### src/hdl/grid_index_to_geo_position_core_macros.svh
// Assertion macros for the grid index to geographic position core.
// Included by the modules that carry concurrent checks; needs no package.
// Simulation builds see the checks, synthesis builds see empty bodies.
`ifndef GRID_INDEX_TO_GEO_POSITION_CORE_MACROS_SVH
`define GRID_INDEX_TO_GEO_POSITION_CORE_MACROS_SVH

`ifndef SYNTHESIS

// Same-cycle implication, checked at every rising edge out of reset.
`define GIG_ASSERT_IMPLY(name, clk, rst_n, ante, cons) \
    name: assert property (@(posedge clk) disable iff (!rst_n) (ante) |-> (cons)) \
        else $error("same-cycle implication failed");

// Next-cycle implication, checked at every rising edge out of reset.
`define GIG_ASSERT_NEXT(name, clk, rst_n, ante, cons) \
    name: assert property (@(posedge clk) disable iff (!rst_n) (ante) |=> (cons)) \
        else $error("next-cycle implication failed");

`else

`define GIG_ASSERT_IMPLY(name, clk, rst_n, ante, cons)
`define GIG_ASSERT_NEXT(name, clk, rst_n, ante, cons)

`endif

`endif

### src/hdl/gig_pkg.sv
// Shared types, constants and the Q16 interpolation function of the core.
// Used by every module of the block but gig_ram; depends on nothing else.
package gig_pkg;

    localparam int GIG_MAX_ROWS   = 64;
    localparam int GIG_MAX_COLS   = 64;
    localparam int GIG_MAX_LEVELS = 32;

    localparam logic [6:0] ROWS_RESET   = 7'd64;
    localparam logic [6:0] COLS_RESET   = 7'd64;
    localparam logic [5:0] LEVELS_RESET = 6'd32;

    // Command codes carried on the slave side tuser.
    localparam logic [2:0] CMD_WR_LON   = 3'd0;
    localparam logic [2:0] CMD_WR_LAT   = 3'd1;
    localparam logic [2:0] CMD_WR_BATHY = 3'd2;
    localparam logic [2:0] CMD_WR_LEVEL = 3'd3;
    localparam logic [2:0] CMD_CONVERT  = 3'd4;

    // Configuration register indexes.
    localparam logic [1:0] CFG_ROWS   = 2'd0;
    localparam logic [1:0] CFG_COLS   = 2'd1;
    localparam logic [1:0] CFG_LEVELS = 2'd2;

    localparam int GRID_W  = 32;
    localparam int SIGMA_W = 18;
    localparam int FRAC_W  = 16;

    typedef struct packed {
        logic valid;
        logic convert;
        logic outside;
        logic wr_lon;
        logic wr_lat;
        logic wr_bathy;
        logic wr_level;
    } gig_ctrl_t;

    typedef struct packed {
        logic                valid;
        logic                outside;
        logic [GRID_W-1:0]   lon;
        logic [GRID_W-1:0]   lat;
        logic [GRID_W-1:0]   h;
        logic [SIGMA_W-1:0]  s0;
        logic [SIGMA_W-1:0]  s1;
        logic [FRAC_W-1:0]   kf;
    } gig_depth_in_t;

    // a + round_half_up((b - a) * f / 2^16), which equals the weighted sum form.
    function automatic logic signed [31:0] lerp_q16(input logic signed [31:0] a,
                                                    input logic signed [31:0] b,
                                                    input logic [15:0] f);
        logic signed [32:0] diff;
        logic signed [49:0] prod;
        logic signed [49:0] step;
        diff = 33'(b) - 33'(a);
        prod = 50'(diff) * 50'(signed'({1'b0, f}));
        step = (prod + 50'sd32768) >>> 16;
        return 32'(50'(a) + step);
    endfunction

endpackage

### src/hdl/gig_lane.sv
// One bilinear lane: sorts four bank words into corners, interpolates
// along columns, then along rows. Depends on gig_pkg.
module gig_lane
    import gig_pkg::*;
(
    input  logic                 clk,
    input  logic                 ce,
    input  logic [3:0][31:0]     bank_data,
    input  logic                 r0p,
    input  logic                 c0p,
    input  logic [15:0]          rf,
    input  logic [15:0]          cf,
    output logic [31:0]          value
);

    logic [31:0] a00, a01, a10, a11, b01, b11, bot_eff;
    logic [31:0] top_reg, bot_reg, value_reg;
    logic [15:0] rf_reg;

    always_comb
    begin
        a00 = bank_data[{r0p, c0p}];
        a01 = bank_data[{r0p, ~c0p}];
        a10 = bank_data[{~r0p, c0p}];
        a11 = bank_data[{~r0p, ~c0p}];
        // With no fraction the neighbour carries no weight and may be unwritten.
        b01 = (cf == 16'd0) ? a00 : a01;
        b11 = (cf == 16'd0) ? a10 : a11;
        bot_eff = (rf_reg == 16'd0) ? top_reg : bot_reg;
    end

    always_ff @(posedge clk)
    begin
        if (ce)
        begin
            top_reg   <= lerp_q16(a00, b01, cf);
            bot_reg   <= lerp_q16(a10, b11, cf);
            rf_reg    <= rf;
            value_reg <= lerp_q16(top_reg, bot_eff, rf_reg);
        end
    end

    assign value = value_reg;

endmodule

### config.mk
export PLATFORM = sky130hd
export DESIGN_NAME = gig_lane
export DESIGN_NICKNAME = d
export VERILOG_FILES = /design/src/hdl/grid_index_to_geo_position_core_macros.svh /design/src/hdl/gig_pkg.sv /design/src/hdl/gig_lane.sv
export SDC_FILE = /design/constraint.sdc
export NUM_CORES = 2
export LEC_CHECK = 0
export BUFFER_PORTS_ARGS = -buffer_cell sky130_fd_sc_hd__buf_4
export CORE_AREA = 2 2 455 457
export CTS_CLUSTER_SIZE = 24
export DETAILED_ROUTE_END_ITERATION = 10
export DIE_AREA = 0 0 457 459
export HOLD_SLACK_MARGIN = 0.15
export REMOVE_ABC_BUFFERS = 1
export SYNTH_ARGS = -nofsm -noshare
export SYNTH_HDL_FRONTEND = slang
export SYNTH_SLANG_ARGS = --single-unit
export TNS_END_PERCENT = 50
### constraint.sdc
create_clock -name clk -period 21.3 [get_ports clk]
set_input_delay 1.065 -clock clk [delete_from_list [all_inputs] [get_ports clk]]
set_output_delay 1.065 -clock clk [all_outputs]
set_load 0.01 [all_outputs]
# Word level (Yosys, flattened, before mapping)
# Cells that the tools add are included.
[totals] regBits=112 inputBits=164 output_inout_bits=32 elab_cells=35
[classes] addsub=9 n_mul=3 n_lt_le_gt_ge=4 mux=11 bitwise_logic=2 reduce_logical=2
[ops] cell="binary-select mux 32 bit (select 2 bit)" count=4
[ops] cell="two-way mux 32 bit" count=7
[ops] cell="adder 48 x 17 -> 48 bit (second input constant)" count=3
[ops] cell="multiplier 33 x 17 -> 48 bit" count=3
[ops] cell="subtractor 32 x 32 -> 33 bit" count=3
[ops] cell="adder 32 bit" count=3
[ops] cell="logical NOT 16 bit" count=2
[ops] cell="< comparator 2 x 3 -> 1 bit (second input constant)" count=4
[ops] cell="NOT 1 bit" count=2

# Logic depth before layout (Yosys ltp)
[logic_depth] word_depth=8 depth_mapped=53 ltp_nobuf=51

# Worst setup path before layout
# No wires, ideal clock.
[synth_path] path_type="input to register" from="in c0p" to="reg top_reg[31], data pin" setup_ns=0.268 t_arrival_ns=12.465 t_required_ns=21.032 setup_slack_ns=8.567 stages=51 path_buffers=5 cell_sequence="clkbuf_1 > buf_1 > clkbuf_1 > mux2i_1 > nand2_1 > o21ai_0 > o21ai_0 > ha_1 > a211o_1 > or3_1 > o211a_1 > o21a_1 > o21a_1 > nor2_1 > o21bai_1 > a21oi_1 > xnor2_1 > clkbuf_1 > [15 not listed] > a211o_1 > a21oi_1 > o21ai_1 > a21oi_1 > xnor2_1 > ha_1 > clkbuf_1 > a21o_1 > a21o_1 > a21oi_1 > o21ai_0 > nor3_1 > a21oi_1 > a41o_1 > or4_1 > o221ai_1 > xnor2_1 > xnor3_1"
[synth_via] elab_chain_cells=8 elab_cells_between_ends=10 classes_between="add/sub (3); mul (1); mux (5); bitwise (1)"
[synth_rtl] element="start, declared" line_no="gig_lane.sv:10" text="input logic c0p,"
[synth_rtl] element="NOT 1 bit" line_no="gig_lane.sv:23" text="a01 = bank_data[{r0p, ~c0p}];"
[synth_rtl] element="binary-select mux 32 bit (select 2 bit)" line_no="gig_lane.sv:23"
[synth_rtl] element="two-way mux 32 bit (implied by the code)" line_no="gig_lane.sv:23"
[synth_rtl] element="two-way mux 32 bit" line_no="gig_lane.sv:27" text="b01 = (cf == 16'd0) ? a00 : a01;"
[synth_rtl] element="subtractor 32 x 32 -> 33 bit" line_no="gig_pkg.sv:57" text="diff = 33'(b) - 33'(a);"
[synth_rtl] element="multiplier 33 x 17 -> 48 bit" line_no="gig_pkg.sv:58" text="prod = 50'(diff) * 50'(signed'({1'b0, f}));"
[synth_rtl] element="adder 48 x 17 -> 48 bit" line_no="gig_pkg.sv:59" text="step = (prod + 50'sd32768) >>> 16;"
[synth_rtl] element="adder 32 bit *" line_no="gig_pkg.sv:60" text="return 32'(50'(a) + step);"
[synth_rtl] element="end signal, assigned" line_no="gig_lane.sv:36" text="top_reg <= lerp_q16(a00, b01, cf);"
[synth_rtl] element="end, declared" line_no="gig_lane.sv:17" text="logic [31:0] top_reg, bot_reg, value_reg;"
# Mark *: on every way between the ends. The rest lies on a longest branch, timed or not. The select of a mux whose other input is x is not followed.
# A chain may end at the register's enable or synchronous reset.

# Worst setup path in the final report
# Ends and elaborated chain as after synthesis.

==> metrics <==
drt drc 0; Rows 167; crit-path max FO 73; largest net degree at the start of global routing 126; post-CTS sizing 0; EDFF count, synth 112; sequential-to-total area share from yosys stat 0.0471; min Tclk post-route 15540 ps; worst path arrival time 15700 ps; Die H 459 um; grt met3 use 0.0229; Slew Viols, Final 0; synthesized area 0.0714 mm^2; met1 Usage GRT 0.247; post-synthesis cell count 8133; Post-Synth XOR/XNOR Area 0.0352; Nets 10400; H-tree levels 3; ys flop type edfxtp_1; commonest non-fill, non-tap cell in the layout inv_1; achievable frequency ~64 MHz; WL/cell 19.4 um; top cell type's share of synthesized area 0.414; CTS tree built; fin area between 0.07 and 0.08 mm^2; asr flop ratio synth 0; Max-slew headroom 0.118; initial antenna violation count 3; Worst-Margin Slew between 1000 and 1500 ps; RSZ-0062 raised after global routing no; Sum Neg Setup Slack 0 ps; Clock Sink Count 112; worst setup path class input pin to flop; first-pass GRT wire length about 330 mm; Max-cap violations 0; DRT iter0 DRCs 3232; crit-path max cell delay 1110 ps; mux cell area share after synthesis 0.0352; share of post-route cells with drive strength above 1 0.0641; clock tree buffer depth 2; first-pass detailed-route iteration total 5; # hold bufs at CTS 0; worst path required time 21450 ps; area growth from synthesis to layout 7.23%; die area 0.210 mm^2; flop2flop setup slack 7020 ps; Multi-input gate area 0.0595 mm^2; Clock Pin Slew Worst Setup and Hold Paths 90 ps; Reg area 0.00336 mm^2; initial cell density of the core 0.347; Adder-Cell Fraction of Synth Area 0.522; CP Launch Type input pin; final wirelength 210 mm; CTS Buf Count 9; Routability Congestion 0.964; Ys Warns 0; status finished clean; main combinational cell family by area after synthesis adder cells; post-synthesis cell type count 87; Simple-Gate Fraction of Synth Area 0.164; grt met2 use 0.365; dominant cells by area after synthesis fa_1, ha_1, inv_1; Yosys reg bits between 100 and 150; clk_lat worst skew between 400 and 500 ps; DP Area 0.0762 mm^2; Top Usage Layer GRT met2; placed wire-length estimate 170 mm; Hold Vio Cnt, Final 0; vias in the first global route just under 60000; total global routing overflow 0; commonest cells after routing, fill and taps aside inv_1, fa_1, and2_1; Crit. End Element flop; most used cell, CP fa_1; Synth area leader fa_1; CTS Root Buffer Type clkbuf_16; Synth Area in Compound Gates 0.0723; I/O Buffers 195; vias around 54000; final setup violation count 0; CORE AREA 0.206 mm^2; Fillers 20900; overall routing resource usage 0.203; CP max stage cell a2111oi_2; Mean Syn Cell Area 8.77 um^2; die span in x 457 um; IO Pins approximately 200; Final Skew 21.6 ps; Worst Hold Class flop to flop; Post-CTS Setup Bufs 0; period utilization 0.730; Final ANT Viol Nets 0; Vias per Instance ~5.0
==> metrics by stage <==
| step | utilization | setup slack [ps] | instances | hold WS (ps) |
|---|---|---|---|---|
| 6_report | 0.372 | 5760 | 10800 | 666 |
| 5_1_grt | 0.372 | 4960 | 10800 | 718 |
| 3_5_place_dp | 0.371 | 5420 | 10800 | 642 |
| 3_3_place_gp | 0.371 | 5700 | 10800 | 651 |
| 2_1_floorplan | - | 6850 | 7794 | 580 |
| 4_1_cts | 0.372 | 5850 | 10800 | 662 |
==> path summary, 6_finish.rpt <==
kind / endpoint / cells after the start / startpoint
max: top_reg[31] / 47 / c0p
min: value[0] / 1 / top_reg[0]
max reg2reg: value[31] / 49 / rf_reg[15]
min reg2reg: value[0] / 1 / top_reg[0]
==> worst max-delay path, delay by kind of cell <==
kind,cells,cell delay (ps)
AOI/OAI and AO/OA,19,5870
adders and majority gates,9,4100
buffers and inverters,8,1960
and+or+nand+nor,6,1430
xor gates and xnor gates,4,680
muxes,1,430
==> layer usage <==
layer	vias to the layer above	wire (um)
li1	24400	-
met1	27800	83800
met2	1589	105000
met3	390	11000
met4	4	9710
met5	-	25
==> Yosys cell counts, types with 30 or more instances <==
master    count
ha_1        614
o21ai_0     226
mux4_2       66
and2_1      889
o21a_1       38
a21oi_1     245
nand3_1      43
clkbuf_1    319
nor3_1       46
a21o_1       98
mux2_2       43
nor2b_1     109
inv_1      2012
xor2_1       87
o21bai_1     31
nand4_1      30
o21ai_1      36
nand2b_1     75
nand2_1     848
nor2_1      186
xnor2_1     192
fa_1       1476
edfxtp_1    112
mux2i_1      54
==> kinds of logic (layout without fill, tap and decap cells) <==
family,Yosys count,count (layout)
compound gates,833,833
other cells,0,1
fa+ha+maj,2090,2090
xor+xnor,282,282
simple gates,2299,2299
buf+inv,2354,2346
flops,112,112
mux,163,163
==> cell type report <==
class                      count  area share
multi-input combinational   5667       0.778
tap                         2704      0.0442
clock inverter                 7    0.000948
timing repair buffer         315      0.0312
clock buffer                   9     0.00294
inverter                    2015      0.0988
sequential                   112      0.0440
antenna                        1   0.0000327
Power is left out: the tool's default activity adds up to more than one toggle a clock period on the data nets, which glitch-free logic cannot reach.
