--- config.mk ---
export PLATFORM = sky130hd
export DESIGN_NAME = gig_decode
export DESIGN_NICKNAME = d
export VERILOG_FILES = /design/src/hdl/gig_pkg.sv /design/src/hdl/gig_decode.sv
export VERILOG_INCLUDE_DIRS = /design/src /design/src/hdl
export SDC_FILE = /design/constraint.sdc
export NUM_CORES = 1
export LEC_CHECK = 0
export BUFFER_PORTS_ARGS = -buffer_cell sky130_fd_sc_hd__buf_2
export CELL_PAD_IN_SITES_DETAIL_PLACEMENT = 0
export CELL_PAD_IN_SITES_GLOBAL_PLACEMENT = 1
export CORE_ASPECT_RATIO = 0.9
export CORE_MARGIN = 2
export CORE_UTILIZATION = 35
export DETAILED_ROUTE_END_ITERATION = 16
export PLACE_DENSITY = 0.88
export SLEW_MARGIN = 20
export SYNTH_ARGS = -nofsm -noshare
export SYNTH_HDL_FRONTEND = slang
export SYNTH_SLANG_ARGS = --single-unit
--- constraint.sdc ---
create_clock -name clk -period 2 [get_ports clk]
set_clock_uncertainty 0.2 [all_clocks]
set_input_delay 0.3 -clock clk [delete_from_list [all_inputs] [get_ports clk]]
set_output_delay 0.3 -clock clk [all_outputs]
set_load 0.01 [all_outputs]
--- src/hdl/grid_index_to_geo_position_core_macros.svh ---
// Assertion macros for the grid index to geographic position core.
// Included by the modules that carry concurrent checks; needs no package.
// Simulation builds see the checks, synthesis builds see empty bodies.
`ifndef GRID_INDEX_TO_GEO_POSITION_CORE_MACROS_SVH
`define GRID_INDEX_TO_GEO_POSITION_CORE_MACROS_SVH

`ifndef SYNTHESIS

// Same-cycle implication, checked at every rising edge out of reset.
`define GIG_ASSERT_IMPLY(name, clk, rst_n, ante, cons) \
    name: assert property (@(posedge clk) disable iff (!rst_n) (ante) |-> (cons)) \
        else $error("same-cycle implication failed");

// Next-cycle implication, checked at every rising edge out of reset.
`define GIG_ASSERT_NEXT(name, clk, rst_n, ante, cons) \
    name: assert property (@(posedge clk) disable iff (!rst_n) (ante) |=> (cons)) \
        else $error("next-cycle implication failed");

`else

`define GIG_ASSERT_IMPLY(name, clk, rst_n, ante, cons)
`define GIG_ASSERT_NEXT(name, clk, rst_n, ante, cons)

`endif

`endif

--- src/hdl/gig_pkg.sv ---
// Shared types, constants and the Q16 interpolation function of the core.
// Used by every module of the block but gig_ram; depends on nothing else.
package gig_pkg;

    localparam int GIG_MAX_ROWS   = 64;
    localparam int GIG_MAX_COLS   = 64;
    localparam int GIG_MAX_LEVELS = 32;

    localparam logic [6:0] ROWS_RESET   = 7'd64;
    localparam logic [6:0] COLS_RESET   = 7'd64;
    localparam logic [5:0] LEVELS_RESET = 6'd32;

    // Command codes carried on the slave side tuser.
    localparam logic [2:0] CMD_WR_LON   = 3'd0;
    localparam logic [2:0] CMD_WR_LAT   = 3'd1;
    localparam logic [2:0] CMD_WR_BATHY = 3'd2;
    localparam logic [2:0] CMD_WR_LEVEL = 3'd3;
    localparam logic [2:0] CMD_CONVERT  = 3'd4;

    // Configuration register indexes.
    localparam logic [1:0] CFG_ROWS   = 2'd0;
    localparam logic [1:0] CFG_COLS   = 2'd1;
    localparam logic [1:0] CFG_LEVELS = 2'd2;

    localparam int GRID_W  = 32;
    localparam int SIGMA_W = 18;
    localparam int FRAC_W  = 16;

    typedef struct packed {
        logic valid;
        logic convert;
        logic outside;
        logic wr_lon;
        logic wr_lat;
        logic wr_bathy;
        logic wr_level;
    } gig_ctrl_t;

    typedef struct packed {
        logic                valid;
        logic                outside;
        logic [GRID_W-1:0]   lon;
        logic [GRID_W-1:0]   lat;
        logic [GRID_W-1:0]   h;
        logic [SIGMA_W-1:0]  s0;
        logic [SIGMA_W-1:0]  s1;
        logic [FRAC_W-1:0]   kf;
    } gig_depth_in_t;

    // a + round_half_up((b - a) * f / 2^16), which equals the weighted sum form.
    function automatic logic signed [31:0] lerp_q16(input logic signed [31:0] a,
                                                    input logic signed [31:0] b,
                                                    input logic [15:0] f);
        logic signed [32:0] diff;
        logic signed [49:0] prod;
        logic signed [49:0] step;
        diff = 33'(b) - 33'(a);
        prod = 50'(diff) * 50'(signed'({1'b0, f}));
        step = (prod + 50'sd32768) >>> 16;
        return 32'(50'(a) + step);
    endfunction

endpackage

--- src/hdl/gig_decode.sv ---
// Input stage: decodes the command, splits row and column positions and
// works out the level slots. Depends on gig_pkg and the assertion macros.
`include "grid_index_to_geo_position_core_macros.svh"

module gig_decode
    import gig_pkg::*;
#(
    parameter int MAX_ROWS   = GIG_MAX_ROWS,
    parameter int MAX_COLS   = GIG_MAX_COLS,
    parameter int MAX_LEVELS = GIG_MAX_LEVELS
) (
    input  logic                            clk,
    input  logic                            rst_n,
    input  logic                            ce,
    input  logic                            accept,
    input  logic [2:0]                      command,
    input  logic [5:0]                      row_index,
    input  logic [5:0]                      col_index,
    input  logic [4:0]                      level_index,
    input  logic [31:0]                     table_value,
    input  logic [21:0]                     level_pos,
    input  logic [31:0]                     row_pos,
    input  logic [31:0]                     col_pos,
    input  logic [6:0]                      rows_cfg,
    input  logic [6:0]                      cols_cfg,
    input  logic [5:0]                      levels_cfg,
    output gig_ctrl_t                       ctrl,
    output logic [$clog2(MAX_ROWS)-1:0]     row_q,
    output logic [$clog2(MAX_COLS)-1:0]     col_q,
    output logic [15:0]                     rf_q,
    output logic [15:0]                     cf_q,
    output logic [$clog2(MAX_LEVELS)-1:0]   slot_q,
    output logic [$clog2(MAX_LEVELS)-1:0]   below_q,
    output logic [15:0]                     kf_q,
    output logic [31:0]                     value_q
);

    localparam int RW  = $clog2(MAX_ROWS);
    localparam int CW  = $clog2(MAX_COLS);
    localparam int LW  = $clog2(MAX_LEVELS);
    localparam int LVW = $clog2(MAX_LEVELS + 1);

    gig_ctrl_t          ctrl_reg,  ctrl_next;
    logic [RW-1:0]      row_reg,   row_next;
    logic [CW-1:0]      col_reg,   col_next;
    logic [LW-1:0]      slot_reg,  slot_next;
    logic [LW-1:0]      below_reg, below_next;
    logic [15:0]        rf_reg, cf_reg, kf_reg;
    logic [31:0]        value_reg;

    logic [16:0]        row_ext, col_ext, row_whole, col_whole;
    logic               row_bad, col_bad, idx_ok, is_conv;
    logic [LVW-1:0]     lev;
    logic [21:0]        lmag;
    logic [22:0]        cap, lmag_c;
    logic [6:0]         slot_v;

    always_comb
    begin
        row_ext   = (32'(rows_cfg) > MAX_ROWS) ? 17'(MAX_ROWS) : 17'(rows_cfg);
        col_ext   = (32'(cols_cfg) > MAX_COLS) ? 17'(MAX_COLS) : 17'(cols_cfg);
        row_whole = {1'b0, row_pos[31:16]};
        col_whole = {1'b0, col_pos[31:16]};
        // A nonzero fraction on the last row or column has no neighbour.
        row_bad = row_pos[31] || (row_whole >= row_ext) ||
                  ((row_whole + 17'd1 == row_ext) && (row_pos[15:0] != 16'd0));
        col_bad = col_pos[31] || (col_whole >= col_ext) ||
                  ((col_whole + 17'd1 == col_ext) && (col_pos[15:0] != 16'd0));

        if (32'(levels_cfg) > MAX_LEVELS)
        begin
            lev = LVW'(MAX_LEVELS);
        end
        else if (levels_cfg == 6'd0)
        begin
            lev = LVW'(1);
        end
        else
        begin
            lev = LVW'(levels_cfg);
        end
        lmag   = level_pos[21] ? 22'(-signed'(level_pos)) : 22'd0;
        cap    = 23'((32'(lev) - 32'd1) << 16);
        lmag_c = ({1'b0, lmag} > cap) ? cap : {1'b0, lmag};
        slot_v = lmag_c[22:16];

        is_conv = (command == CMD_CONVERT);
        idx_ok  = (32'(row_index) < MAX_ROWS) && (32'(col_index) < MAX_COLS);

        ctrl_next          = '0;
        ctrl_next.valid    = accept;
        ctrl_next.convert  = is_conv;
        ctrl_next.outside  = is_conv && (row_bad || col_bad);
        ctrl_next.wr_lon   = (command == CMD_WR_LON)   && idx_ok;
        ctrl_next.wr_lat   = (command == CMD_WR_LAT)   && idx_ok;
        ctrl_next.wr_bathy = (command == CMD_WR_BATHY) && idx_ok;
        ctrl_next.wr_level = (command == CMD_WR_LEVEL) && (32'(level_index) < MAX_LEVELS);

        row_next  = is_conv ? RW'(row_whole) : RW'(row_index);
        col_next  = is_conv ? CW'(col_whole) : CW'(col_index);
        slot_next = is_conv ? LW'(slot_v) : LW'(level_index);
        // The slot under the bottom one is clamped to the bottom slot.
        below_next = ((32'(slot_v) + 32'd1) < 32'(lev)) ? LW'(32'(slot_v) + 32'd1)
                                                          : LW'(32'(lev) - 32'd1);
    end

    always_ff @(posedge clk or negedge rst_n)
    begin
        if (!rst_n)
        begin
            ctrl_reg <= '0;
        end
        else if (ce)
        begin
            ctrl_reg <= ctrl_next;
        end
    end

    always_ff @(posedge clk)
    begin
        if (ce)
        begin
            row_reg   <= row_next;
            col_reg   <= col_next;
            slot_reg  <= slot_next;
            below_reg <= below_next;
            rf_reg    <= row_pos[15:0];
            cf_reg    <= col_pos[15:0];
            kf_reg    <= lmag_c[15:0];
            value_reg <= table_value;
        end
    end

    assign ctrl    = ctrl_reg;
    assign row_q   = row_reg;
    assign col_q   = col_reg;
    assign slot_q  = slot_reg;
    assign below_q = below_reg;
    assign rf_q    = rf_reg;
    assign cf_q    = cf_reg;
    assign kf_q    = kf_reg;
    assign value_q = value_reg;

    `GIG_ASSERT_IMPLY(a_outside_only_convert, clk, rst_n, ctrl_reg.outside, ctrl_reg.convert)

endmodule

Yosys cells after proc, flatten, opt, wreduce, memory -nomap -nowiden
Cells that the tools add are included.
Widths: inputs -> output; s select.
{ "op_classes": {"addsub": 5, "eq_ne": 6, "n_lt_le_gt_ge": 7, "mux": 10, "n_reduce_logical": 12} }
{ "ops": {"columns": ["op", "n"], "rows": [
  ["$add 16x1->17 const B", 2],
  ["$eq 17x7->1", 2],
  ["$ge 16x7->1", 2],
  ["$lt 32x6->1", 1],
  ["$reduce_bool 16->1", 2],
  ["$mux 6", 4],
  ["$gt 22x23->1", 1],
  ["$mux 23", 1],
  ["$mux 22", 1],
  ["$neg 22->22", 1],
  ["$gt 7x7->1 const B", 2],
  ["$mux 7", 2],
  ["$mux 5", 2],
  ["$add 7x1->8 const B", 1],
  ["$sub 6x1->7 const B", 1],
  ["$eq 3x2->1 const B", 2],
  ["$gt 6x6->1 const B", 1],
  ["$logic_not 6->1", 1],
  ["$logic_or 1x1->1", 5],
  ["$eq 3x1->1 const B", 1],
  ["$eq 3x3->1 const B", 1],
  ["$logic_and 1x1->1", 3],
  ["$logic_not 3->1", 1]
]} }
{ "word_totals": {"inputBits": 162, "reg_bits": 109} }

Logic depth before layout (Yosys ltp)
Gate-level depths: netlist of the first run.
{ "depth": {"ltp_word": 9, "depth_mapped": 26, "depth_no_buf": 26} }

Least setup slack after synthesis of the first run
Ideal clock, no wire load.
{ "synth_timing": {"kind": "input to register", "startpoint": "in level_pos[0]", "endpoint": "reg below_reg[3], in the netlist below_q[3], data pin", "path_buffers": 0, "t_arrival_ns": 4.763, "setup_time_ns": 0.260, "slack_ns": -3.224, "stages": 25, "required_ns": 1.540, "path_cell_list": "inv_1 > ha_1 > nor2b_1 > nand4_2 > nor4_1 > xnor2_1 > nand2_1 > inv_1 > ha_1 > nand4_1 > a211o_1 > nor4_1 > o21ai_2 > nand3_2 > mux2i_1 > ha_1 > nor2_1 > o2111a_1 > nor2_1 > inv_1 > ha_1 > o2111a_1 > nand2_1 > o211ai_2 > mux2_4"} }
{ "synth_between": {"elab_chain_len": 7} }
{ "synth_lines": {"columns": ["item", "line_no", "source"], "rows": [
  ["start, declared", "gig_decode.sv:21", "input logic [21:0] level_pos,"],
  ["$neg 22->22 (*)", "gig_decode.sv:82", "lmag = level_pos[21] ? 22'(-signed'(level_pos)) : 22'd0;"],
  ["$mux 22 (*)", "gig_decode.sv:82", null],
  ["$gt 22x23->1", "gig_decode.sv:84", "lmag_c = ({1'b0, lmag} > cap) ? cap : {1'b0, lmag};"],
  ["$mux 23 (*)", "gig_decode.sv:84", null],
  ["$add 7x1->8 (*)", "gig_decode.sv:103", "below_next = ((32'(slot_v) + 32'd1) < 32'(lev)) ? LW'(32'(slot_v) + 32'd1)"],
  ["$lt 32x6->1", "gig_decode.sv:103", null],
  ["$mux 5 (*)", "gig_decode.sv:103", null],
  ["net below_next[3]", "gig_decode.sv:47", "logic [LW-1:0] below_reg, below_next;"],
  ["end signal, assigned", "gig_decode.sv:126", "below_reg <= below_next;"],
  ["end, declared", "gig_decode.sv:47", null]
]} }
Mark *: on every way through the listed nets, which the timed path passes. The rest lies on a longest branch.
A chain may end at the register's enable or synchronous reset.

Worst setup path after layout of the first run
{ "layout_timing": {"startpoint": "in level_pos[15]", "endpoint": "reg below_reg[3], in the netlist below_q[3], data pin"} }
The elaborated chain is that of the path after synthesis.

==> results.json, run 1 <==
{
  "ys.flop_type": "edfxtp_1",
  "insertion_delay_ps": 340,
  "cp-end-kind": "register",
  "drc_errors": 0,
  "synth_seq_cells": 109,
  "diodes": 0,
  "synth_adder_area_share_pct": 6.11,
  "rsz0062_at_grt": "true",
  "avgSynthCellArea_um2": 12.3,
  "die_y_um": 128,
  "num_rows": 45,
  "layout_setup_ws_ps": -2800,
  "crit_family": "simple AND/OR/NAND/NOR gates",
  "hold_viol": 0,
  "drt_pass1_iterations": 4,
  "htree_num_levels": 3,
  "area_growth_pct": 71.7,
  "largest_register_ffs": 32,
  "ys_async_sr_fraction_pct": 6.42,
  "syn-cell-area_um2": 5940,
  "synth_xor_area_share_pct": 6.13,
  "setup_violations": 26,
  "final_nets": 1184,
  "cap_violations": 0,
  "yosysSeqAreaShare_pct": 54.5,
  "synth_edf_count": 102,
  "fmax_mhz": 208,
  "wirelength_mm": 19.9,
  "antenna_found_initial": 0,
  "power.density_nw_per_um2": 604,
  "crit_type": "in2reg",
  "cts_buffers": 9,
  "core_area_um2": 16700,
  "grt_max_degree": 32,
  "wl_per_cell_um": 16.5,
  "grt_pass1_vias": 6152,
  "p_leak_uw": 0.00462,
  "grt_overflow": 0,
  "required_ps": 1900,
  "start_util_pct": 35.5,
  "peakVddDrop_uv": 348,
  "fp.dieW_um": 141,
  "drtIter0Drc": 286,
  "dieArea_um2": 18000,
  "slowest_stage": "or4_4",
  "status": "finished with violations",
  "portBuffers": 270,
  "grt_pass1_wl_mm": 30.6,
  "postRouteAntennaNets": 0,
  "tritoncts": "done",
  "critical_path.startpoint_type": "primary input",
  "drv_slew": 0,
  "violations": "setup timing",
  "hp-class": "in2reg",
  "synthDistinctLibCells": 68,
  "synth_nets": 676,
  "synth_compound_area_share_pct": 7.85,
  "yosysWarnings": 0,
  "route.vias.total": 5925,
  "dp_hpwl_mm": 14.9,
  "critPathMaxStageDelay_ps": 590,
  "dp_slack_ps": -3260,
  "viasPerCell": 4.90,
  "synthCells": 485,
  "clockBufferDepth": 2,
  "period_needed_ps": 4800,
  "cp_max_fo": 6,
  "fin_crit_sh_pct": 240,
  "synth_top_family_by_area": "simple AND/OR/NAND/NOR gates",
  "critPathBufInv": 8,
  "synth-simple-area-share_pct": 17.1,
  "clkSinkCount": 109,
  "holdWs_ps": 23.5,
  "cp_data_arrival_time_ps": 4710,
  "ctsRootBufferMaster": "clkbuf_16",
  "drive_gt1_share_pct": 55.0,
  "track_usage_pct": 21.7,
  "place.gp.congestion": 0.878,
  "io_pins": 271,
  "cts.clk_slew.worst_paths_ps": 80,
  "synthMuxAreaShare_pct": 5.98,
  "critPathMostFrequentCell": "buf_6"
}
[metal layers]
| metal | track usage [%] | routed length (um) | vias up |
|---|---|---|---|
| met5 | 0 | 0 | - |
| met4 | 7.41 | 465 | 0 |
| met3 | 3.00 | 963 | 40 |
| met2 | 41.3 | 10600 | 203 |
| met1 | 24.8 | 7920 | 2817 |
| li1 | - | - | 2865 |
[layout make-up]
type,instances,area [um^2]
clock buffer,9,225
clock inverter,7,77.6
fill,1352,6520
timing repair buffer,506,3390
inverter,25,93.8
sequential,109,3240
multi-input combinational,342,2910
tap,211,264
[what timing repair did]
action / CTS / global route
hold buffers: 62 / 0
pin swaps: 35 / 13
endpoints found under the setup margin: 27 / 27
hold endpoints to repair: 69 / 0
resized for setup: 53 / 13
buffers inserted: 28 / 2
[cell families (layout without fill, tap and decap cells)]
group / count (synthesis) / count (layout)
and+or+nand+nor: 179 / 179
other: 1 / 1
AOI/OAI and AO/OA: 61 / 61
muxes: 32 / 32
DFF: 109 / 109
xor gates and xnor gates: 40 / 40
adders and majority gates: 29 / 29
buffers and inverters: 34 / 547
[cells in the final DEF, fill, tap and decap left out, types with 5 or more instances in the layout]
cell	netlist	layout
nor4_2	0	5
xor2_1	15	14
nand2_1	28	26
nand3_1	18	16
dfrtp_1	7	7
nor2_1	26	20
o21ai_0	7	6
nor3_4	0	5
nor2b_1	8	6
edfxtp_1	102	102
dlygate4sd3_1	0	62
nor3_2	5	8
nor4_1	24	18
mux2_2	20	16
a21oi_1	10	5
buf_4	1	162
nor3_1	16	8
nor2_2	0	6
ha_1	29	22
clkbuf_16	0	9
mux2_4	2	6
xnor2_1	24	23
mux2i_1	10	8
inv_1	25	21
nand2b_1	11	10
a21o_1	11	11
buf_6	0	17
buf_2	2	262
a21oi_2	0	5
nand4_1	10	10
and3_1	9	9
[worst reg2reg max path: stages, from the launching register on]
cell and delay [ps]:
dfrtp_1 380, nor2b_1 130, a31o_2 220
[worst paths after layout]
path                                     start                   end  slack, ps  cells past startpoint
max                              level_pos[15]  below_q[3]$_DFFE_PP_      -2800                     25
min                                 command[1]   ctrl[2]$_DFFE_PN0P_         20                      2
max reg2reg                ctrl[3]$_DFFE_PN0P_   ctrl[3]$_DFFE_PN0P_        960                      2
min reg2reg                ctrl[6]$_DFFE_PN0P_   ctrl[6]$_DFFE_PN0P_        330                      1
max in group asynchronous                rst_n   ctrl[4]$_DFFE_PN0P_       1330                      2
min in group asynchronous                rst_n   ctrl[1]$_DFFE_PN0P_        120                      2
[synthesized netlist by cell type, drive strengths merged, types with 12 or more instances]
cell	count	area, um^2
mux2	22	255
ha	29	363
nor3	21	130
nor2	26	97.6
edfxtp	102	3060
nand2b	12	82.6
nand3	19	100
xor2	15	131
inv	25	93.8
nor4	24	150
nand2	28	105
xnor2	24	210
[stage by stage]
step	utilization, %	cell area [um^2]	total power (uW)	instances	TNS [ps]
after floorplan	-	6080	3400	485	-42160
after global placement	52.3	8750	4160	1102	-45300
after detailed placement	52.3	8750	4200	1102	-48230
after CTS	60.6	10100	6180	1207	-39690
after global routing	61.0	10200	6440	1209	-45350
final	61.0	10200	6170	1209	-43430
[report_power, final]
| group | internal [uW] | leakage, uW | switching [uW] |
|---|---|---|---|
| Sequential | 2720 | 0.00109 | 54.8 |
| Clock | 890 | 0.000149 | 899 |
| Combinational | 851 | 0.00338 | 753 |
Power figures use the tool's default switching activity.
==> inputs of run 2 (changes only) <==
--- a/config.mk
+++ b/config.mk
@@ -7,12 +7,14 @@
 export NUM_CORES = 1
 export LEC_CHECK = 0
 export BUFFER_PORTS_ARGS = -buffer_cell sky130_fd_sc_hd__buf_2
+export CAP_MARGIN = 40
 export CELL_PAD_IN_SITES_DETAIL_PLACEMENT = 0
 export CELL_PAD_IN_SITES_GLOBAL_PLACEMENT = 1
 export CORE_ASPECT_RATIO = 0.9
 export CORE_MARGIN = 2
 export CORE_UTILIZATION = 35
 export DETAILED_ROUTE_END_ITERATION = 16
+export HOLD_SLACK_MARGIN = 0.05
 export PLACE_DENSITY = 0.88
 export SLEW_MARGIN = 20
 export SYNTH_ARGS = -nofsm -noshare
==> constraint.sdc (replaced) <==
create_clock -name clk -period 4.95 [get_ports clk]
set_clock_uncertainty 0.2 [all_clocks]
set_input_delay 0.7425 -clock clk [delete_from_list [all_inputs] [get_ports clk]]
set_output_delay 0.7425 -clock clk [all_outputs]
set_load 0.01 [all_outputs]
==> results.json, run 2 (same netlist as run 1, synthesis figures left out) <==
{
  "critical_path_depth": 28,
  "mostFrequentLayoutCells": "buf_2 (267), edfxtp_1 (102), buf_4 (102), nand2_1 (27)",
  "hp-class": "reg2reg",
  "io_pins": 271,
  "slowest_stage": "or4_4",
  "rsz0062_at_grt": "true",
  "place.gp.congestion": 0.900,
  "crit_family": "buffers and inverters",
  "p_leak_uw": 0.00394,
  "placed_area_um2": 8240,
  "drt_pass1_iterations": 5,
  "drtIter0Drc": 375,
  "crit_type": "in2reg",
  "violations": "setup timing",
  "cts.clk_slew.worst_paths_ps": 70,
  "slew-limit-headroom_pct": 59.5,
  "clkSinkCount": 109,
  "die_y_um": 128,
  "grt_pass1_wl_mm": 26.6,
  "fmax_mhz": 189,
  "grt_max_degree": 50,
  "critPathMostFrequentCell": "buf_4",
  "critPathBufInv": 15,
  "cp-end-kind": "register",
  "period_needed_ps": 5300,
  "drc_errors": 0,
  "peakVddDrop_uv": 136,
  "clockBufferDepth": 2,
  "required_ps": 4840,
  "ctsRootBufferMaster": "clkbuf_16",
  "tritoncts": "done",
  "largest_register_ffs": 32,
  "wirelength_mm": 17.5,
  "route.vias.total": 5304,
  "area_growth_pct": 48.6,
  "final_nets": 1052,
  "dieArea_um2": 18000,
  "status": "finished with violations",
  "drive_gt1_share_pct": 52.4,
  "power.density_nw_per_um2": 267,
  "cp_max_fo": 5,
  "critPathMaxStageDelay_ps": 580,
  "postRouteAntennaNets": 0,
  "drv_slew": 0,
  "dp_hpwl_mm": 13.9,
  "worst_pin_slew_ps": 607,
  "htree_num_levels": 3,
  "hold_viol": 0,
  "layout_setup_ws_ps": -354,
  "fillers": 1471,
  "antenna_found_initial": 0,
  "cts_buffers": 9,
  "p_total_uw": 2360,
  "portBuffers": 270,
  "cp_data_arrival_time_ps": 5200,
  "wl_per_cell_um": 16.2,
  "viasPerCell": 4.92,
  "start_util_pct": 35.5,
  "design_area_um2": 8830,
  "r2r_cells": 2,
  "fp.dieW_um": 141,
  "grt_pass1_vias": 5101,
  "core_area_um2": 16700,
  "num_rows": 45,
  "grt_overflow": 0,
  "diodes": 0,
  "critical_path.startpoint_type": "primary input",
  "track_usage_pct": 18.8,
  "fin_crit_sh_pct": 107,
  "final_common_cell": "buf_2",
  "cap_violations": 0,
  "min_path_cells": 1,
  "insertion_delay_ps": 330,
  "setup_violations": 5
}
==> run 2: final cells by class <==
cell class / instances / area (um^2) / share of cell area, %
clock buffer: 10 / 229 / 2.59
clock inverter: 6 / 66.3 / 0.751
inverter: 25 / 93.8 / 1.06
multi-input combinational: 342 / 2780 / 31.5
sequential: 109 / 3240 / 36.7
tap: 211 / 264 / 2.99
timing repair buffer: 374 / 2160 / 24.4
==> run 2: report_power, final <==
part,internal [uW],switching [uW],total (uW)
clock network,356,343,699
logic,264,277,541
registers,1100,19.3,1120
total,1720,639,2360
==> run 2: layer usage <==
metal / vias up / track usage [%] / wire length [um]
met5: - / 0 / 0
met4: 0 / 6.53 / 310
met3: 25 / 2.55 / 1140
met2: 192 / 34.0 / 8960
met1: 2485 / 23.1 / 7060
li1: 2602 / - / -
==> run 2: worst register-to-register path, stage by stage (launching register included) <==
cell     delay (ps)
dfrtp_1         370
nor2b_1         130
a31o_2          210
==> run 2: per-stage QoR <==
| stage | setup WS, ps | util [%] | setup TNS, ps | hold WS, ps | std cells |
|---|---|---|---|---|---|
| 3_3_place_gp | -558 | 49.2 | -2560 | 285 | 1036 |
| 2_1_floorplan | -511 | - | -1990 | 247 | 485 |
| 5_1_grt | -546 | 52.8 | -2620 | 324 | 1077 |
| 3_5_place_dp | -728 | 49.3 | -3290 | 295 | 1037 |
| 4_1_cts | -246 | 52.5 | -1090 | 312 | 1072 |
| 6_report | -354 | 52.8 | -1640 | 308 | 1077 |
==> run 2: path summary, 6_finish.rpt <==
kind / startpoint / end / slack [ps]
worst max-delay path: level_pos[13] / below_q[3]$_DFFE_PP_ / -350
worst min-delay path: ctrl[6]$_DFFE_PN0P_ / ctrl[6]$_DFFE_PN0P_ / 310
worst max register to register: ctrl[3]$_DFFE_PN0P_ / ctrl[3]$_DFFE_PN0P_ / 3940
worst min register to register: ctrl[6]$_DFFE_PN0P_ / ctrl[6]$_DFFE_PN0P_ / 310
max in group asynchronous: rst_n / ctrl[3]$_DFFE_PN0P_ / 3850
min in group asynchronous: rst_n / ctrl[0]$_DFFE_PN0P_ / 550
==> run 2: repair_timing <==
item | in CTS | in global routing
pin swaps | 18 | 6
hold buffers | 1 | 0
buffers inserted | 18 | 5
endpoints found under the setup margin | 5 | 5
cloned | 0 | 0
hold endpoints to repair | 7 | 0
resized for setup | 18 | 3
==> inputs of run 3 (changes only) <==
--- a/config.mk
+++ b/config.mk
@@ -8,14 +8,13 @@
 export LEC_CHECK = 0
 export BUFFER_PORTS_ARGS = -buffer_cell sky130_fd_sc_hd__buf_2
 export CAP_MARGIN = 40
-export CELL_PAD_IN_SITES_DETAIL_PLACEMENT = 0
-export CELL_PAD_IN_SITES_GLOBAL_PLACEMENT = 1
 export CORE_ASPECT_RATIO = 0.9
 export CORE_MARGIN = 2
 export CORE_UTILIZATION = 35
 export DETAILED_ROUTE_END_ITERATION = 16
 export HOLD_SLACK_MARGIN = 0.05
-export PLACE_DENSITY = 0.88
+export PLACE_DENSITY = 0.72
+export SKIP_CTS_REPAIR_TIMING = 1
 export SLEW_MARGIN = 20
 export SYNTH_ARGS = -nofsm -noshare
 export SYNTH_HDL_FRONTEND = slang
==> results.json, run 3 (same netlist as run 1, synthesis figures left out) <==
{
  "power.density_nw_per_um2": 272,
  "violations": "setup timing",
  "top_layer": "met5",
  "area_growth_pct": 46.2,
  "placed_area_um2": 8240,
  "required_ps": 4850,
  "hp-class": "reg2reg",
  "dp_hpwl_mm": 13.6,
  "diodes": 0,
  "holdWs_ps": 330,
  "htree_num_levels": 3,
  "cp-end-kind": "register",
  "antenna_found_initial": 1,
  "worst_pin_slew_ps": 517,
  "fp.dieW_um": 141,
  "p_leak_uw": 0.00385,
  "drc_errors": 0,
  "drive_gt1_share_pct": 51.1,
  "cap_violations": 0,
  "drv_slew": 0,
  "routed-wl-met3_mm": 1.06,
  "final_common_cell": "buf_2",
  "reg2reg_to": "ctrl[3]$_DFFE_PN0P_",
  "track_usage_pct": 18.1,
  "grt_max_degree": 73,
  "design_area_um2": 8690,
  "largest_register_ffs": 32,
  "cts_buffers": 9,
  "dieArea_um2": 18000,
  "fin_crit_sh_pct": 107,
  "mostFrequentLayoutCells": "buf_2 (267), edfxtp_1 (102), buf_4 (84), nand2_1 (27), ha_1 (26)",
  "setup_violations": 5,
  "route.met2.wl_mm": 8.46,
  "period_needed_ps": 5290,
  "cp_max_fo": 6,
  "clockBufferDepth": 2,
  "regArea_um2": 3240,
  "die_y_um": 128,
  "num_rows": 45,
  "slew-limit-headroom_pct": 65.2,
  "peakVddDrop_uv": 165,
  "clkSinkCount": 109,
  "ctsRootBufferMaster": "clkbuf_16",
  "start_util_pct": 35.5,
  "status": "finished with violations",
  "hold_viol": 0,
  "drt_pass1_iterations": 4,
  "io_pins": 271,
  "core_area_um2": 16700,
  "crit_end": "below_q[3]$_DFFE_PP_",
  "drtIter0Drc": 269,
  "cts.clk_slew.worst_paths_ps": 70,
  "critical_path.startpoint_type": "primary input",
  "grt_pass1_wl_mm": 25.3,
  "postRouteAntennaNets": 0,
  "worstSetupStartpoint": "level_pos[15]",
  "fillers": 1495,
  "place.gp.congestion": 0.898,
  "final_nets": 1033,
  "layout_setup_ws_ps": -344,
  "insertion_delay_ps": 340,
  "grt_overflow": 0,
  "route.vias.total": 5185,
  "portBuffers": 270,
  "viasPerCell": 4.90,
  "fin_cells": 1058,
  "multi_input_area_um2": 2750,
  "crit_type": "in2reg",
  "tritoncts": "done",
  "r2r_cells": 2,
  "rrSetupSlack_ps": 3920,
  "fmax_mhz": 189,
  "grt_pass1_vias": 4841,
  "wl_met1_mm": 7.03,
  "rsz0062_at_grt": "true",
  "r2r_start": "ctrl[3]$_DFFE_PN0P_",
  "wirelength_mm": 16.8,
  "wl_per_cell_um": 15.9,
  "cp_data_arrival_time_ps": 5190,
  "dp_cells": 1037
}
## run 3: changes by cell type in the layout (fill, tap and decap cells not counted), sizes merged
| cell | delta |
|---|---|
| buf | -19 |
| clkinv | +3 |
| inv | -2 |
| clkbuf | -1 |
## run 3: layout make-up
type	instances	area share, %
multi-input cells	342	31.6
inverters	25	1.17
well taps	211	3.04
repair buffers	355	23.4
flip-flops and latches	109	37.3
clock buffers	9	2.59
clock inverters	7	0.936
## run 3: power by group
group / leakage (uW) / total [uW] / switching (uW) / internal, uW
logic: 0.00262 / 526 / 270 / 256
registers: 0.00109 / 1120 / 19.4 / 1100
clock network: 0.000146 / 717 / 359 / 358
## run 3: critical path: stages
cell and delay [ps]:
buf_2 110, or4_4 590, nor3_2 210, xnor2_1 80, nand2_1 80, inv_1 50
ha_1 300, nand4_1 90, a211o_1 310, nor4_4 270, o21ai_2 120, nand3_4 130
mux2i_2 260, ha_2 270, nand3b_1 120, xnor2_1 150, mux2i_1 200, ha_1 270
o2111a_1 270, a21oi_2 170, o211ai_4 120, mux2_4 310
## run 3: metal layers
layer  track usage [%]  vias to the layer above
met3              4.24                       24
li1                  -                     2571
met1              22.3                     2409
met2              31.8                      179
met5                 0                        -
met4              5.24                        2
## run 3: how the worst min path moves through the flow
| stage | startpoint | end | slack (ps) | depth (start not counted) |
|---|---|---|---|---|
| 4_1_cts | rst_n | ctrl[5]$_DFFE_PN0P_ | 4 | 1 |
| 6_report | ctrl[6]$_DFFE_PN0P_ | ctrl[6]$_DFFE_PN0P_ | 330 | 1 |
| 2_1_floorplan | rst_n | ctrl[0]$_DFFE_PN0P_ | 250 | 0 |
| 3_3_place_gp | ctrl[6]$_DFFE_PN0P_ | ctrl[6]$_DFFE_PN0P_ | 290 | 1 |
| 3_5_place_dp | ctrl[6]$_DFFE_PN0P_ | ctrl[6]$_DFFE_PN0P_ | 310 | 1 |
| 5_1_grt | table_value[17] | value_q[17]$_DFFE_PP_ | 340 | 1 |
## run 3: through the flow
stage	setup slack [ps]	setup TNS, ps	utilization [%]	power, uW
CTS	-317	-1460	51.1	2370
global route	-610	-2910	52.0	2470
finish	-344	-1590	52.0	2360
floorplan	-511	-1990	-	1380
detailed placement	-691	-3330	49.3	1650
global placement	-560	-2670	49.2	1640
